<file path="config.mk">
export PLATFORM = sky130hd
export DESIGN_NAME = serpentine_pano_shot_planner
export DESIGN_NICKNAME = d
export VERILOG_FILES = /design/src/hw/rtl/spsp_pkg.sv /design/src/hw/rtl/serpentine_pano_shot_planner.sv
export SDC_FILE = /design/constraint.sdc
export NUM_CORES = 2
export LEC_CHECK = 0
export BUFFER_PORTS_ARGS = -buffer_cell sky130_fd_sc_hd__buf_2
export CORE_MARGIN = 2
export CORE_UTILIZATION = 49
export DETAILED_ROUTE_END_ITERATION = 10
export PLACE_DENSITY = 0.74
export SYNTH_ARGS = -nofsm -noshare
export SYNTH_HDL_FRONTEND = slang
export SYNTH_SLANG_ARGS = --single-unit
export TNS_END_PERCENT = 5
</file>
<file path="constraint.sdc">
create_clock -name clk -period 27.1 [get_ports clk]
set_input_delay 2.71 -clock clk [delete_from_list [all_inputs] [get_ports clk]]
set_output_delay 2.71 -clock clk [all_outputs]
set_load 0.05 [all_outputs]
</file>
<file path="src/hw/rtl/spsp_pkg.sv">
// shared constants and types for the serpentine panorama shot planner
package spsp_pkg;

    localparam int IDX_W = 16;
    localparam int CFG_IDX_W = 3;
    localparam int CFG_DATA_W = 24;
    localparam int OVL_W = 7;
    localparam int VIEW_W = 23;
    localparam int POS_W = 24;
    localparam int TGT_W = 32;
    localparam int GRID_OUT_W = 8;
    localparam int STATUS_W = 2;
    localparam int PDIV_W = 32;
    localparam int PCNT_W = 5;
    localparam int STEP_W = POS_W + 1;
    localparam int DIV_STAGES = 4;
    localparam int DIV_BITS = IDX_W / DIV_STAGES;

    // floor(x / 100) as (x * RECIP_100) >> RECIP_SH, exact for x below 2**30
    localparam int RECIP_W = 31;
    localparam int RECIP_SH = 37;
    localparam int PROD_W = PDIV_W + RECIP_W;
    localparam logic [RECIP_W-1:0] RECIP_100 = 31'd1374389535;

    localparam int DEF_MAX_SHOTS_PER_AXIS = 255;
    localparam int DEF_NARROW_TILT_STEPS = 444;

    localparam logic [OVL_W-1:0] OVL_RESET = 7'd20;
    localparam logic [OVL_W-1:0] PERCENT = 7'd100;

    localparam logic [CFG_IDX_W-1:0] REG_OVERLAP = 3'd0;
    localparam logic [CFG_IDX_W-1:0] REG_PAN_VIEW = 3'd1;
    localparam logic [CFG_IDX_W-1:0] REG_TILT_VIEW = 3'd2;
    localparam logic [CFG_IDX_W-1:0] REG_SPAN_X = 3'd3;
    localparam logic [CFG_IDX_W-1:0] REG_SPAN_Y = 3'd4;
    localparam logic [CFG_IDX_W-1:0] REG_START_X = 3'd5;
    localparam logic [CFG_IDX_W-1:0] REG_START_Y = 3'd6;

    localparam logic [STATUS_W-1:0] ST_OK = 2'd0;
    localparam logic [STATUS_W-1:0] ST_BEYOND = 2'd1;
    localparam logic [STATUS_W-1:0] ST_ZERO_STEP = 2'd2;
    localparam logic [STATUS_W-1:0] ST_SATURATED = 2'd3;

    typedef enum logic [3:0] {
        PS_IDLE = 4'b0001,
        PS_LOAD = 4'b0010,
        PS_DIV  = 4'b0100,
        PS_DONE = 4'b1000
    } plan_state_t;

    typedef enum logic [2:0] {
        OP_MAX_X  = 3'd0,
        OP_MAX_Y  = 3'd1,
        OP_COLS   = 3'd2,
        OP_ROWS   = 3'd3,
        OP_STEP_X = 3'd4,
        OP_STEP_Y = 3'd5
    } plan_op_t;

endpackage

</file>
<file path="src/hw/rtl/serpentine_pano_shot_planner.sv">
// top level of the serpentine panorama shot planner
//
// configuration: cfg_valid/cfg_ready write cfg_data into register cfg_index
// (0 overlap, 1 pan view, 2 tilt view, 3 span x, 4 span y, 5 start x,
// 6 start y); cfg_ready is always high
// after reset and after every configuration write a planner recomputes the
// grid: two reciprocal multiplications and four divisions on one shared
// bit-serial divider, during which in_stall is high
// input: in_valid/in_stall with shot_index; output: out_valid/out_stall with
// target_x, target_y, column, row, total_shots, last_shot and status
// each shot index runs through an 8-stage pipeline: clamp, four radix-16
// stages of index / columns, serpentine fold, multiply, subtract
// out_valid rises when a taken transfer reaches the subtract stage; one
// transfer per cycle when the receiver keeps out_stall low and the planner is idle
// a high out_stall on a valid result holds the whole pipeline and raises
// in_stall, nothing is dropped or repeated
// reset clears all valid bits, loads register defaults and starts planning
module serpentine_pano_shot_planner #(
    parameter int MAX_SHOTS_PER_AXIS = spsp_pkg::DEF_MAX_SHOTS_PER_AXIS,
    parameter int NARROW_TILT_STEPS = spsp_pkg::DEF_NARROW_TILT_STEPS
) (
    input  logic                                    clk,
    input  logic                                    rst_n,
    input  logic                                    cfg_valid,
    output logic                                    cfg_ready,
    input  logic [spsp_pkg::CFG_IDX_W-1:0]          cfg_index,
    input  logic [spsp_pkg::CFG_DATA_W-1:0]         cfg_data,
    input  logic                                    in_valid,
    output logic                                    in_stall,
    input  logic [spsp_pkg::IDX_W-1:0]              shot_index,
    output logic                                    out_valid,
    input  logic                                    out_stall,
    output logic signed [spsp_pkg::TGT_W-1:0]       target_x,
    output logic signed [spsp_pkg::TGT_W-1:0]       target_y,
    output logic [spsp_pkg::GRID_OUT_W-1:0]         column,
    output logic [spsp_pkg::GRID_OUT_W-1:0]         row,
    output logic [spsp_pkg::IDX_W-1:0]              total_shots,
    output logic                                    last_shot,
    output logic [spsp_pkg::STATUS_W-1:0]           status
);
    import spsp_pkg::*;

    localparam int CW = $clog2(MAX_SHOTS_PER_AXIS + 1);
    localparam int TW = 2 * CW;
    localparam int XW = ((TW > IDX_W) ? TW : IDX_W) + 1;
    localparam int PW = STEP_W + CW + 1;
    localparam int NST = DIV_STAGES + 4;
    localparam int OUT_ST = NST - 1;

    // configuration registers
    logic [OVL_W-1:0]         overlap_reg;
    logic [VIEW_W-1:0]        pan_view_reg;
    logic [VIEW_W-1:0]        tilt_view_reg;
    logic signed [POS_W-1:0]  span_x_reg;
    logic signed [POS_W-1:0]  span_y_reg;
    logic signed [POS_W-1:0]  start_x_reg;
    logic signed [POS_W-1:0]  start_y_reg;
    logic                     cfg_wr;

    assign cfg_ready = 1'b1;
    assign cfg_wr = cfg_valid && cfg_ready;

    always_ff @(posedge clk or negedge rst_n)
    begin
        if (!rst_n)
        begin
            overlap_reg <= OVL_RESET;
            pan_view_reg <= '0;
            tilt_view_reg <= '0;
            span_x_reg <= '0;
            span_y_reg <= '0;
            start_x_reg <= '0;
            start_y_reg <= '0;
        end
        else if (cfg_wr)
        begin
            unique case (cfg_index)
                REG_OVERLAP:   overlap_reg <= cfg_data[OVL_W-1:0];
                REG_PAN_VIEW:  pan_view_reg <= cfg_data[VIEW_W-1:0];
                REG_TILT_VIEW: tilt_view_reg <= cfg_data[VIEW_W-1:0];
                REG_SPAN_X:    span_x_reg <= cfg_data[POS_W-1:0];
                REG_SPAN_Y:    span_y_reg <= cfg_data[POS_W-1:0];
                REG_START_X:   start_x_reg <= cfg_data[POS_W-1:0];
                REG_START_Y:   start_y_reg <= cfg_data[POS_W-1:0];
                default:       ;
            endcase
        end
    end

    // grid planner
    plan_state_t              state_reg;
    plan_op_t                 op_reg;
    logic [PCNT_W-1:0]        cnt_reg;
    logic [PDIV_W-1:0]        num_reg;
    logic [PDIV_W-1:0]        den_reg;
    logic [PDIV_W:0]          rem_reg;
    logic                     skip_reg;
    logic [PDIV_W-1:0]        msx_reg;
    logic [PDIV_W-1:0]        msy_reg;
    logic [CW-1:0]            cols_reg;
    logic [CW-1:0]            rows_reg;
    logic signed [STEP_W-1:0] stepx_reg;
    logic signed [STEP_W-1:0] stepy_reg;
    logic [TW-1:0]            total_reg;
    logic                     zero_reg;
    logic                     sat_reg;
    logic                     busy;

    logic [POS_W-1:0]         magx;
    logic [POS_W-1:0]         magy;
    logic                     narrow;
    logic [OVL_W-1:0]         factor;
    logic [PDIV_W:0]          rem_shift;
    logic [PDIV_W:0]          rem_sub;
    logic [PDIV_W:0]          shots;
    logic                     shots_sat;
    logic [STEP_W-1:0]        qstep;
    logic [PROD_W-1:0]        ms_prod;

    assign magx = span_x_reg[POS_W-1] ? (~span_x_reg + 1'b1) : span_x_reg;
    assign magy = span_y_reg[POS_W-1] ? (~span_y_reg + 1'b1) : span_y_reg;
    assign narrow = 32'(magy) < 32'(NARROW_TILT_STEPS);
    assign factor = (overlap_reg >= PERCENT) ? '0 : (PERCENT - overlap_reg);
    assign rem_shift = {rem_reg[PDIV_W-1:0], num_reg[PDIV_W-1]};
    assign rem_sub = rem_shift - {1'b0, den_reg};
    assign shots = (PDIV_W + 1)'(num_reg) + (PDIV_W + 1)'(2);
    assign shots_sat = shots > (PDIV_W + 1)'(MAX_SHOTS_PER_AXIS);
    assign qstep = skip_reg ? '0 : num_reg[STEP_W-1:0];
    assign ms_prod = num_reg * RECIP_100;
    assign busy = state_reg != PS_IDLE;

    always_ff @(posedge clk or negedge rst_n)
    begin
        if (!rst_n)
        begin
            state_reg <= PS_LOAD;
            op_reg <= OP_MAX_X;
            cnt_reg <= '0;
        end
        else if (cfg_wr)
        begin
            state_reg <= PS_LOAD;
            op_reg <= OP_MAX_X;
        end
        else
        begin
            unique case (state_reg)
                PS_IDLE: ;
                PS_LOAD:
                begin
                    cnt_reg <= '1;
                    if (op_reg == OP_MAX_X || op_reg == OP_MAX_Y)
                    begin
                        state_reg <= PS_DONE;
                    end
                    else
                    begin
                        state_reg <= PS_DIV;
                    end
                end
                PS_DIV:
                begin
                    cnt_reg <= cnt_reg - 1'b1;
                    if (cnt_reg == '0)
                    begin
                        state_reg <= PS_DONE;
                    end
                end
                PS_DONE:
                begin
                    if (op_reg == OP_STEP_Y)
                    begin
                        state_reg <= PS_IDLE;
                    end
                    else
                    begin
                        op_reg <= plan_op_t'(op_reg + 3'd1);
                        state_reg <= PS_LOAD;
                    end
                end
                default: state_reg <= PS_IDLE;
            endcase
        end
    end

    always_ff @(posedge clk)
    begin
        unique case (state_reg)
            PS_LOAD:
            begin
                rem_reg <= '0;
                unique case (op_reg)
                    OP_MAX_X:
                    begin
                        zero_reg <= 1'b0;
                        sat_reg <= 1'b0;
                        num_reg <= PDIV_W'(pan_view_reg * factor);
                    end
                    OP_MAX_Y:
                    begin
                        num_reg <= PDIV_W'(tilt_view_reg * factor);
                    end
                    OP_COLS:
                    begin
                        num_reg <= PDIV_W'(magx);
                        den_reg <= msx_reg;
                        skip_reg <= msx_reg == '0;
                    end
                    OP_ROWS:
                    begin
                        num_reg <= PDIV_W'(magy);
                        den_reg <= msy_reg;
                        skip_reg <= narrow || (msy_reg == '0);
                    end
                    OP_STEP_X:
                    begin
                        num_reg <= PDIV_W'(magx);
                        den_reg <= PDIV_W'(cols_reg - 1'b1);
                        skip_reg <= cols_reg == CW'(1);
                    end
                    OP_STEP_Y:
                    begin
                        num_reg <= PDIV_W'(magy);
                        den_reg <= PDIV_W'(rows_reg - 1'b1);
                        skip_reg <= rows_reg == CW'(1);
                    end
                    default: ;
                endcase
            end
            PS_DIV:
            begin
                if (!rem_sub[PDIV_W])
                begin
                    rem_reg <= rem_sub;
                    num_reg <= {num_reg[PDIV_W-2:0], 1'b1};
                end
                else
                begin
                    rem_reg <= rem_shift;
                    num_reg <= {num_reg[PDIV_W-2:0], 1'b0};
                end
            end
            PS_DONE:
            begin
                unique case (op_reg)
                    OP_MAX_X: msx_reg <= PDIV_W'(ms_prod[PROD_W-1:RECIP_SH]);
                    OP_MAX_Y: msy_reg <= PDIV_W'(ms_prod[PROD_W-1:RECIP_SH]);
                    OP_COLS:
                    begin
                        if (skip_reg)
                        begin
                            cols_reg <= CW'(1);
                            zero_reg <= 1'b1;
                        end
                        else if (shots_sat)
                        begin
                            cols_reg <= CW'(MAX_SHOTS_PER_AXIS);
                            sat_reg <= 1'b1;
                        end
                        else
                        begin
                            cols_reg <= shots[CW-1:0];
                        end
                    end
                    OP_ROWS:
                    begin
                        if (skip_reg)
                        begin
                            rows_reg <= CW'(1);
                            zero_reg <= zero_reg || !narrow;
                        end
                        else if (shots_sat)
                        begin
                            rows_reg <= CW'(MAX_SHOTS_PER_AXIS);
                            sat_reg <= 1'b1;
                        end
                        else
                        begin
                            rows_reg <= shots[CW-1:0];
                        end
                    end
                    OP_STEP_X:
                    begin
                        stepx_reg <= span_x_reg[POS_W-1] ? -$signed(qstep) : $signed(qstep);
                        total_reg <= TW'(cols_reg * rows_reg);
                    end
                    OP_STEP_Y:
                        stepy_reg <= span_y_reg[POS_W-1] ? -$signed(qstep) : $signed(qstep);
                    default: ;
                endcase
            end
            default: ;
        endcase
    end

    // per-shot pipeline
    logic                     v_reg [0:NST-1];
    logic                     bey_reg [0:NST-2];
    logic                     last_reg [0:NST-2];
    logic [IDX_W-1:0]         dn_reg [0:DIV_STAGES];
    logic [CW-1:0]            dr_reg [0:DIV_STAGES];
    logic [IDX_W-1:0]         dn_next [1:DIV_STAGES];
    logic [CW-1:0]            dr_next [1:DIV_STAGES];
    logic [CW-1:0]            col_reg;
    logic [CW-1:0]            row_reg;
    logic [CW-1:0]            col6_reg;
    logic [CW-1:0]            row6_reg;
    logic signed [PW-1:0]     px_reg;
    logic signed [PW-1:0]     py_reg;
    logic signed [TGT_W-1:0]  tx_reg;
    logic signed [TGT_W-1:0]  ty_reg;
    logic [CW-1:0]            colo_reg;
    logic [CW-1:0]            rowo_reg;
    logic                     bey_o_reg;
    logic                     last_o_reg;
    logic                     en;
    logic                     acc;
    logic [XW-1:0]            idx_ext;
    logic                     beyond_in;
    logic [IDX_W-1:0]         idx_clamp;
    logic [CW-1:0]            m_fold;

    assign en = !(v_reg[OUT_ST] && out_stall);
    assign in_stall = busy || !en;
    assign acc = in_valid && !in_stall;
    assign idx_ext = XW'(shot_index);
    assign beyond_in = idx_ext >= XW'(total_reg);
    assign idx_clamp = beyond_in ? IDX_W'(total_reg - 1'b1) : shot_index;
    assign m_fold = dr_reg[DIV_STAGES];

    always_comb
    begin
        logic [IDX_W-1:0] n;
        logic [CW:0]      r;
        for (int k = 1; k <= DIV_STAGES; k++)
        begin
            n = dn_reg[k-1];
            r = {1'b0, dr_reg[k-1]};
            for (int b = 0; b < DIV_BITS; b++)
            begin
                r = {r[CW-1:0], n[IDX_W-1]};
                n = {n[IDX_W-2:0], 1'b0};
                if (r >= {1'b0, cols_reg})
                begin
                    r = r - {1'b0, cols_reg};
                    n[0] = 1'b1;
                end
            end
            dn_next[k] = n;
            dr_next[k] = r[CW-1:0];
        end
    end

    always_ff @(posedge clk or negedge rst_n)
    begin
        if (!rst_n)
        begin
            for (int k = 0; k < NST; k++)
            begin
                v_reg[k] <= 1'b0;
            end
        end
        else if (en)
        begin
            v_reg[0] <= acc;
            for (int k = 1; k < NST; k++)
            begin
                v_reg[k] <= v_reg[k-1];
            end
        end
    end

    always_ff @(posedge clk)
    begin
        if (en)
        begin
            dn_reg[0] <= idx_clamp;
            dr_reg[0] <= '0;
            bey_reg[0] <= beyond_in;
            last_reg[0] <= !beyond_in && (idx_ext == XW'(total_reg) - 1'b1);
            for (int k = 1; k <= DIV_STAGES; k++)
            begin
                dn_reg[k] <= dn_next[k];
                dr_reg[k] <= dr_next[k];
            end
            for (int k = 1; k < NST - 1; k++)
            begin
                bey_reg[k] <= bey_reg[k-1];
                last_reg[k] <= last_reg[k-1];
            end
            row_reg <= dn_reg[DIV_STAGES][CW-1:0];
            col_reg <= dn_reg[DIV_STAGES][0] ? (cols_reg - 1'b1 - m_fold) : m_fold;
            px_reg <= stepx_reg * $signed({1'b0, col_reg});
            py_reg <= stepy_reg * $signed({1'b0, row_reg});
            col6_reg <= col_reg;
            row6_reg <= row_reg;
            tx_reg <= TGT_W'(start_x_reg) - TGT_W'(px_reg);
            ty_reg <= TGT_W'(start_y_reg) - TGT_W'(py_reg);
            colo_reg <= col6_reg;
            rowo_reg <= row6_reg;
            bey_o_reg <= bey_reg[NST-2];
            last_o_reg <= last_reg[NST-2];
        end
    end

    logic [IDX_W-1:0] col_wide;
    logic [IDX_W-1:0] row_wide;

    assign col_wide = IDX_W'(colo_reg);
    assign row_wide = IDX_W'(rowo_reg);
    assign out_valid = v_reg[OUT_ST];
    assign target_x = tx_reg;
    assign target_y = ty_reg;
    assign column = col_wide[GRID_OUT_W-1:0];
    assign row = row_wide[GRID_OUT_W-1:0];
    assign total_shots = IDX_W'(total_reg);
    assign last_shot = last_o_reg;
    assign status = zero_reg ? ST_ZERO_STEP :
                    sat_reg ? ST_SATURATED :
                    bey_o_reg ? ST_BEYOND : ST_OK;

`ifndef SYNTHESIS
    a_cfg_replans: assert property (@(posedge clk) disable iff (!rst_n)
        cfg_valid && cfg_ready |=> busy)
        else $error("configuration write did not restart planning");
    a_row_in_plan: assert property (@(posedge clk) disable iff (!rst_n)
        out_valid && !busy |-> rowo_reg < rows_reg && colo_reg < cols_reg)
        else $error("row or column outside planned grid");
    a_beyond_not_last: assert property (@(posedge clk) disable iff (!rst_n)
        out_valid |-> !(bey_o_reg && last_o_reg))
        else $error("beyond-plan shot flagged as last");
    a_total_nonzero: assert property (@(posedge clk) disable iff (!rst_n)
        !busy |-> total_reg != '0)
        else $error("planned grid is empty");
`endif

endmodule

</file>
Word level (Yosys, flattened, before mapping)
Memory sizes are Yosys's and may differ from the RTL's. A register that Yosys moved wholly into a read port is not among the register bits.
Cells that the tools add are included.
{ "word_totals": {"mem_count": 4, "inputBits": 48, "ramBits": 134, "out_inout_bits": 102, "word_cells": 251, "regBits": 578} }
{ "mem_list": {"columns": ["name", "depth", "word_bits", "read_ports", "rd_ports_with_merged_regs", "wr", "line_no", "text"], "rows": [
  ["dn_reg", 5, 16, 5, 0, 5, "serpentine_pano_shot_planner.sv:300", "logic [IDX_W-1:0] dn_reg [0:DIV_STAGES];"],
  ["dr_reg", 5, 8, 5, 0, 5, "serpentine_pano_shot_planner.sv:301", "logic [CW-1:0] dr_reg [0:DIV_STAGES];"],
  ["bey_reg", 7, 1, 7, 1, 7, "serpentine_pano_shot_planner.sv:298", "logic bey_reg [0:NST-2];"],
  ["last_reg", 7, 1, 7, 1, 7, "serpentine_pano_shot_planner.sv:299", "logic last_reg [0:NST-2];"]
]} }
{ "op_classes": {"multipliers": 6, "reduce_logical": 44, "n_mux": 71, "eq_ne": 30, "bitwise_logic": 3, "n_addsub": 32, "magnitude_cmp": 20} }
{ "op_table": {"columns": ["cell", "count"], "rows": [
  ["case mux 32 bit (4 select lines)", 2],
  ["two-way mux 8 bit", 19],
  ["greater-or-equal comparator 9 x 8 -> 1 bit", 16],
  ["subtractor 8 bit", 17],
  ["case mux 32 bit (2 select lines)", 2],
  ["two-way mux 25 bit", 3],
  ["logical NOT 32 bit", 2],
  ["multiplier 25 x 9 -> 32 bit", 2],
  ["subtractor 24 x 32 -> 32 bit", 2],
  ["multiplier 32 x 31 -> 63 bit (second input constant)", 1],
  ["multiplier 23 x 7 -> 30 bit", 2],
  ["adder 24 x 1 -> 24 bit (second input constant)", 2],
  ["two-way mux 24 bit", 2],
  ["NOT 24 bit", 2],
  ["AND reduction 2 bit", 18],
  ["adder 32 x 2 -> 33 bit (second input constant)", 1],
  ["> comparator 33 x 8 -> 1 bit (second input constant)", 1],
  ["subtractor 33 x 32 -> 33 bit", 1],
  ["two-way mux 32 bit", 1],
  ["two-way mux 1 bit", 25],
  ["negator 25 bit", 1],
  ["less-than comparator 24 x 9 -> 1 bit (second input constant)", 1],
  ["subtractor 8 x 1 -> 9 bit (second input constant)", 2],
  ["== test 16 x 17 -> 1 bit", 1],
  ["other kinds (41)", 80]
]} }

Longest topological paths before layout
{ "depth": {"ltp_word": 9, "mapped_depth": 48, "ltp_nobuf": 45} }

Worst setup path before layout
No wires, ideal clock.
{ "synth_timing": {"path_type": "input port to output port", "from": "in out_stall", "to": "out in_stall", "cell_stages": 2, "path_slack_ns": 13.428, "arrival_ns": 10.962, "path_buffers": 0, "required_time_ns": 24.390, "path_cell_list": "nand2_1 -> nand4b_1"} }
{ "synth_between": {"elab_chain_cells": 2} }
{ "synth_lines": {"columns": ["item", "line_no", "text"], "rows": [
  ["start, declared", "serpentine_pano_shot_planner.sv:32", "input logic out_stall,"],
  ["logical AND 1 bit", "serpentine_pano_shot_planner.sv:323", "assign en = !(v_reg[OUT_ST] && out_stall);"],
  ["logical OR 1 bit", "serpentine_pano_shot_planner.sv:324", "assign in_stall = busy || !en;"],
  ["end, declared", "serpentine_pano_shot_planner.sv:29", "output logic in_stall,"]
]} }
No other way between the ends.

==> flow_summary.html <==
<table>
<tr><th>Metric</th><th>Value</th></tr>
<tr><th colspan="2">Critical path</th></tr>
<tr><td>Worst endpoint data arrival time</td><td>11.03 ns</td></tr>
<tr><td>Kind of end point of the critical path</td><td>register</td></tr>
<tr><td>Data required time of the worst path</td><td>approximately 28 ns</td></tr>
<tr><td>Cell with the biggest individual delay on the critical path</td><td>sky130_fd_sc_hd__edfxtp_1</td></tr>
<tr><td>Maximum fanout encountered on the critical timing path</td><td>17</td></tr>
<tr><td>Critical Path Most Common Cell</td><td>sky130_fd_sc_hd__o21ai_0</td></tr>
<tr><td>Critical path start-end classification</td><td>reg -&gt; reg</td></tr>
<tr><td>Largest incremental delay on the critical path</td><td>roughly 0.57 ns</td></tr>
<tr><td>Startpoint type of the worst setup path</td><td>register</td></tr>
<tr><th colspan="2">Placement</th></tr>
<tr><td>Final weighted congestion of routability-driven global placement</td><td>between 0.9 and 1</td></tr>
<tr><td>Count of input and output buffers</td><td>148</td></tr>
<tr><td>Worst slack, placed</td><td>approximately 17 ns</td></tr>
<tr><td>HPWL after detailed placement</td><td>166,000 um</td></tr>
<tr><td>Placed cell areas</td><td>83,500 um2</td></tr>
<tr><th colspan="2">Timing</th></tr>
<tr><td>Part of the cycle the worst path needs</td><td>roughly two fifths</td></tr>
<tr><td>Slew at the pin closest to its max-slew limit</td><td>between 1 and 1.5 ns</td></tr>
<tr><td>Post-route minimum period</td><td>10.57 ns</td></tr>
<tr><td>Setup_tns</td><td>0 ns</td></tr>
<tr><td>Upper clock frequency limit</td><td>94.6 MHz</td></tr>
<tr><td>Final hold vios</td><td>0</td></tr>
<tr><td>Maximum clock skew at final layout</td><td>roughly 0.03 ns</td></tr>
<tr><td>Setup repair after global routing missed its margin</td><td>false</td></tr>
<tr><td>Total setup violations reported at the end of the flow</td><td>0</td></tr>
<tr><td>Number of max-slew violations in the final report</td><td>0</td></tr>
<tr><td>Final worst setup slack</td><td>between 15 and 20 ns</td></tr>
<tr><td>Slew HR</td><td>about 17%</td></tr>
<tr><th colspan="2">Clock tree</th></tr>
<tr><td>Clk sinks</td><td>673</td></tr>
<tr><td>Clock Tree Root</td><td>sky130_fd_sc_hd__clkbuf_16</td></tr>
<tr><td>Number of buffers inserted during clock tree synthesis</td><td>81</td></tr>
<tr><td>Register clock-pin slew on the reported worst setup and hold paths</td><td>~0.06 ns</td></tr>
<tr><td>Number of hold-repair buffers added at the cts stage</td><td>0</td></tr>
<tr><td>Setup fix buffers added after clock tree synthesis</td><td>0</td></tr>
<tr><td>Post-cts sizing count</td><td>0</td></tr>
<tr><td>H-tree levels</td><td>3</td></tr>
<tr><td>Maximum clock path buffer count</td><td>3</td></tr>
<tr><td>Clock tree from TritonCTS</td><td>yes</td></tr>
<tr><td>Worst-skew pair later-pin latency</td><td>around 0.73 ns</td></tr>
<tr><th colspan="2">Die</th></tr>
<tr><td>Num rows</td><td>between 100 and 150</td></tr>
<tr><td>Vertical die dimension</td><td>between 400 and 500 um</td></tr>
<tr><td>Chip Width</td><td>slightly above 400 um</td></tr>
<tr><td>I/O pin count</td><td>150</td></tr>
<tr><td>Area enclosed by the die boundary</td><td>about 170,000 um2</td></tr>
<tr><td>Initial core utilization</td><td>49.3%</td></tr>
<tr><td>Area of the core</td><td>around 160,000 um2</td></tr>
<tr><th colspan="2">Finish</th></tr>
<tr><td>Layout Nets</td><td>about 10,000</td></tr>
<tr><td>Number of flip-flops under the largest register name</td><td>52</td></tr>
<tr><td>Area used by multi-input combinational logic</td><td>~55,000 um2</td></tr>
<tr><td>Share of post-route cells with drive strength above 1</td><td>7.86%</td></tr>
<tr><td>Fill cell count</td><td>approximately 14,000</td></tr>
<tr><td>Register area</td><td>about 19,000 um2</td></tr>
<tr><td>Area of all placed cells without fillers</td><td>~86,000 um2</td></tr>
<tr><td>Area growth, synth to finish</td><td>7.75%</td></tr>
<tr><th colspan="2">GRT</th></tr>
<tr><td>Maximum number of pins on one net before global-route repair</td><td>74</td></tr>
<tr><td>Total Routing Usage GR</td><td>approximately a quarter</td></tr>
<tr><td>Vias in the first global route</td><td>around 60,000</td></tr>
<tr><td>Number of antenna violations at the first check in global routing</td><td>13</td></tr>
<tr><td>Global-route wire length before repair</td><td>approximately 340,000 um</td></tr>
<tr><td>Global-route congestion overflow total</td><td>0</td></tr>
<tr><th colspan="2">Outcome</th></tr>
<tr><td>Result of the run</td><td>completed</td></tr>
<tr><th colspan="2">Yosys</th></tr>
<tr><td>Share of flip-flops with an asynchronous set or reset after synthesis</td><td>25.1%</td></tr>
<tr><td>Area contributors post-synth</td><td>sky130_fd_sc_hd__fa_1 24%, sky130_fd_sc_hd__edfxtp_1 19%, sky130_fd_sc_hd__ha_1 14%</td></tr>
<tr><td>Portion of synthesized cell area occupied by the leading cell type</td><td>roughly a quarter</td></tr>
<tr><td>Number of different library cells in the post-synthesis netlist</td><td>90</td></tr>
<tr><td>Avg Inst Size Synth</td><td>~10 um2</td></tr>
<tr><td>Synthesized netlist net count</td><td>between 9,000 and 10,000</td></tr>
<tr><td>Most area-hungry cell type in the Yosys netlist</td><td>sky130_fd_sc_hd__fa_1</td></tr>
<tr><td>Part of the Yosys area used for sequential elements</td><td>between 20% and 30%</td></tr>
<tr><td>Cell count after synthesis</td><td>approximately 8,000</td></tr>
<tr><td>Leading register cell type out of synthesis</td><td>sky130_fd_sc_hd__edfxtp_1</td></tr>
<tr><td>Number of warning messages in the yosys log</td><td>0</td></tr>
<tr><td>Count of flip-flops with a built-in enable after synthesis</td><td>between 500 and 600</td></tr>
<tr><td>Flops &amp; latches, synth</td><td>just under 700</td></tr>
<tr><td>Area of the mapped netlist</td><td>80,000 um2</td></tr>
<tr><th colspan="2">Run</th></tr>
<tr><td>Max_cap viols</td><td>0</td></tr>
<tr><th colspan="2">Routing</th></tr>
<tr><td>Post-route DRC</td><td>0</td></tr>
<tr><td>Total length of routed wires</td><td>211,000 um</td></tr>
<tr><td>Via count</td><td>about 58,000</td></tr>
<tr><td>First-pass iteration count of the detailed router</td><td>6</td></tr>
<tr><td>Via-per-instance ratio</td><td>roughly 5.6</td></tr>
<tr><td>Routed WL per cell</td><td>roughly 20 um</td></tr>
<tr><td>Detail Route Antenna Nets</td><td>0</td></tr>
<tr><td>DRT iter0 DRCs</td><td>4,456</td></tr>
<tr><th colspan="2">Worst hold path</th></tr>
<tr><td>Worst min-delay path class</td><td>reg -&gt; reg</td></tr>
</table>
==> critical path, delay by kind of cell (launching register included) <==
| family | cells | cell delay [ns] |
|---|---|---|
| and+or+nand+nor | 7 | 1.56 |
| DFF | 1 | 0.57 |
| AOI/OAI and AO/OA | 23 | 5.76 |
| adders and majority gates | 4 | 1.26 |
| buffers and inverters | 7 | 1.14 |
==> worst paths after layout <==
check	slack [ns]	to	from	depth (start not counted)
max	16.53	dr_reg[0][33]$_DFFE_PN_	cols_reg[6]$_DFFE_PP_	41
min	0.41	row[2]$_DFFE_PN_	row6_reg[2]$_DFFE_PN_	0
max reg2reg	16.53	dr_reg[0][33]$_DFFE_PN_	cols_reg[6]$_DFFE_PP_	41
min reg2reg	0.41	row[2]$_DFFE_PN_	row6_reg[2]$_DFFE_PN_	0
max in group asynchronous	23.10	span_y_reg[23]$_DFFE_PN0P_	rst_n	3
min in group asynchronous	1.90	tilt_view_reg[8]$_DFFE_PN0P_	rst_n	1
==> synthesized netlist by cell type (18+ instances only) <==
| cell type | count |
|---|---|
| sky130_fd_sc_hd__a211oi_1 | 26 |
| sky130_fd_sc_hd__a21o_1 | 156 |
| sky130_fd_sc_hd__o21ai_0 | 240 |
| sky130_fd_sc_hd__clkbuf_1 | 164 |
| sky130_fd_sc_hd__and2_1 | 372 |
| sky130_fd_sc_hd__a311oi_1 | 22 |
| sky130_fd_sc_hd__nor2b_1 | 66 |
| sky130_fd_sc_hd__o21bai_1 | 33 |
| sky130_fd_sc_hd__o211ai_1 | 28 |
| sky130_fd_sc_hd__o21a_1 | 64 |
| sky130_fd_sc_hd__nor3b_1 | 18 |
| sky130_fd_sc_hd__mux2_2 | 213 |
| sky130_fd_sc_hd__a31oi_1 | 35 |
| sky130_fd_sc_hd__fa_1 | 954 |
| sky130_fd_sc_hd__nor2_1 | 372 |
| sky130_fd_sc_hd__nor3_1 | 93 |
| sky130_fd_sc_hd__o22ai_1 | 28 |
| sky130_fd_sc_hd__ha_1 | 912 |
| sky130_fd_sc_hd__inv_1 | 1374 |
| sky130_fd_sc_hd__nor4_1 | 41 |
| sky130_fd_sc_hd__o31ai_1 | 25 |
| sky130_fd_sc_hd__dfrtp_1 | 166 |
| sky130_fd_sc_hd__xor2_1 | 123 |
| sky130_fd_sc_hd__nand2_1 | 678 |
| sky130_fd_sc_hd__and3_1 | 43 |
| sky130_fd_sc_hd__a21boi_0 | 27 |
| sky130_fd_sc_hd__nand2b_1 | 49 |
| sky130_fd_sc_hd__nand3_1 | 91 |
| sky130_fd_sc_hd__mux2i_1 | 52 |
| sky130_fd_sc_hd__a221o_1 | 30 |
| sky130_fd_sc_hd__xnor2_1 | 285 |
| sky130_fd_sc_hd__nand4_1 | 56 |
| sky130_fd_sc_hd__or2_2 | 23 |
| sky130_fd_sc_hd__a21oi_1 | 360 |
| sky130_fd_sc_hd__edfxtp_1 | 504 |
| sky130_fd_sc_hd__or3_1 | 32 |
==> cells in the final DEF (no fill, tap or decap), types with 64 or more instances in the layout <==
master / instances
sky130_fd_sc_hd__a21o_1: 156
sky130_fd_sc_hd__nand2_1: 677
sky130_fd_sc_hd__fa_1: 954
sky130_fd_sc_hd__nor3_1: 91
sky130_fd_sc_hd__inv_1: 1374
sky130_fd_sc_hd__clkbuf_16: 83
sky130_fd_sc_hd__mux2_2: 213
sky130_fd_sc_hd__xnor2_1: 284
sky130_fd_sc_hd__nor2b_1: 64
sky130_fd_sc_hd__edfxtp_1: 504
sky130_fd_sc_hd__o21a_1: 64
sky130_fd_sc_hd__dfrtp_1: 164
sky130_fd_sc_hd__nor2_1: 364
sky130_fd_sc_hd__buf_2: 147
sky130_fd_sc_hd__and2_1: 372
sky130_fd_sc_hd__nand3_1: 91
sky130_fd_sc_hd__o21ai_0: 239
sky130_fd_sc_hd__a21oi_1: 359
sky130_fd_sc_hd__xor2_1: 123
sky130_fd_sc_hd__ha_1: 912
sky130_fd_sc_hd__buf_4: 73
==> metal layers <==
| metal | share of wire (%) | GRT usage (%) |
|---|---|---|
| met3 | 7.2 | 4.33 |
| met1 | 42 | 34.4 |
| met5 | 0.022 | 0 |
| met4 | 4.3 | 9.79 |
| met2 | 46 | 41.9 |
==> layout make-up <==
| cell class | count | share of cell area, % |
|---|---|---|
| well taps | 2175 | 3.16 |
| clock inverters | 53 | 0.696 |
| repair buffers | 221 | 1.50 |
| flip-flops and latches | 673 | 22.5 |
| diodes | 4 | 0.0116 |
| clock buffers | 96 | 2.53 |
| multi-input cells | 5763 | 63.7 |
| inverters | 1376 | 5.99 |
==> metrics by stage <==
stage	cells	utilization (%)	hold WS (ns)
CTS	10400	53.1	0.412
global route	10400	53.1	0.415
floorplan	7997	-	0.400
global placement	10200	51.4	0.400
finish	10400	53.1	0.415
detailed placement	10200	51.4	0.405
==> kinds of logic (layout without fill, tap and decap cells) <==
family | after synthesis | count (layout) | share of synthesized area (%)
compound gates | 1234 | 1234 | 10.1
other cells | 1 | 5 | 0.00468
flops | 673 | 673 | 24.2
xor+xnor | 408 | 408 | 4.46
fa+ha+maj | 1866 | 1866 | 38.1
buf+inv | 1561 | 1746 | 7.36
mux | 267 | 267 | 3.68
simple gates | 1987 | 1987 | 12.1
Power is left out: the tool's default activity adds up to more than one toggle a clock period on the data nets, which glitch-free logic cannot reach.
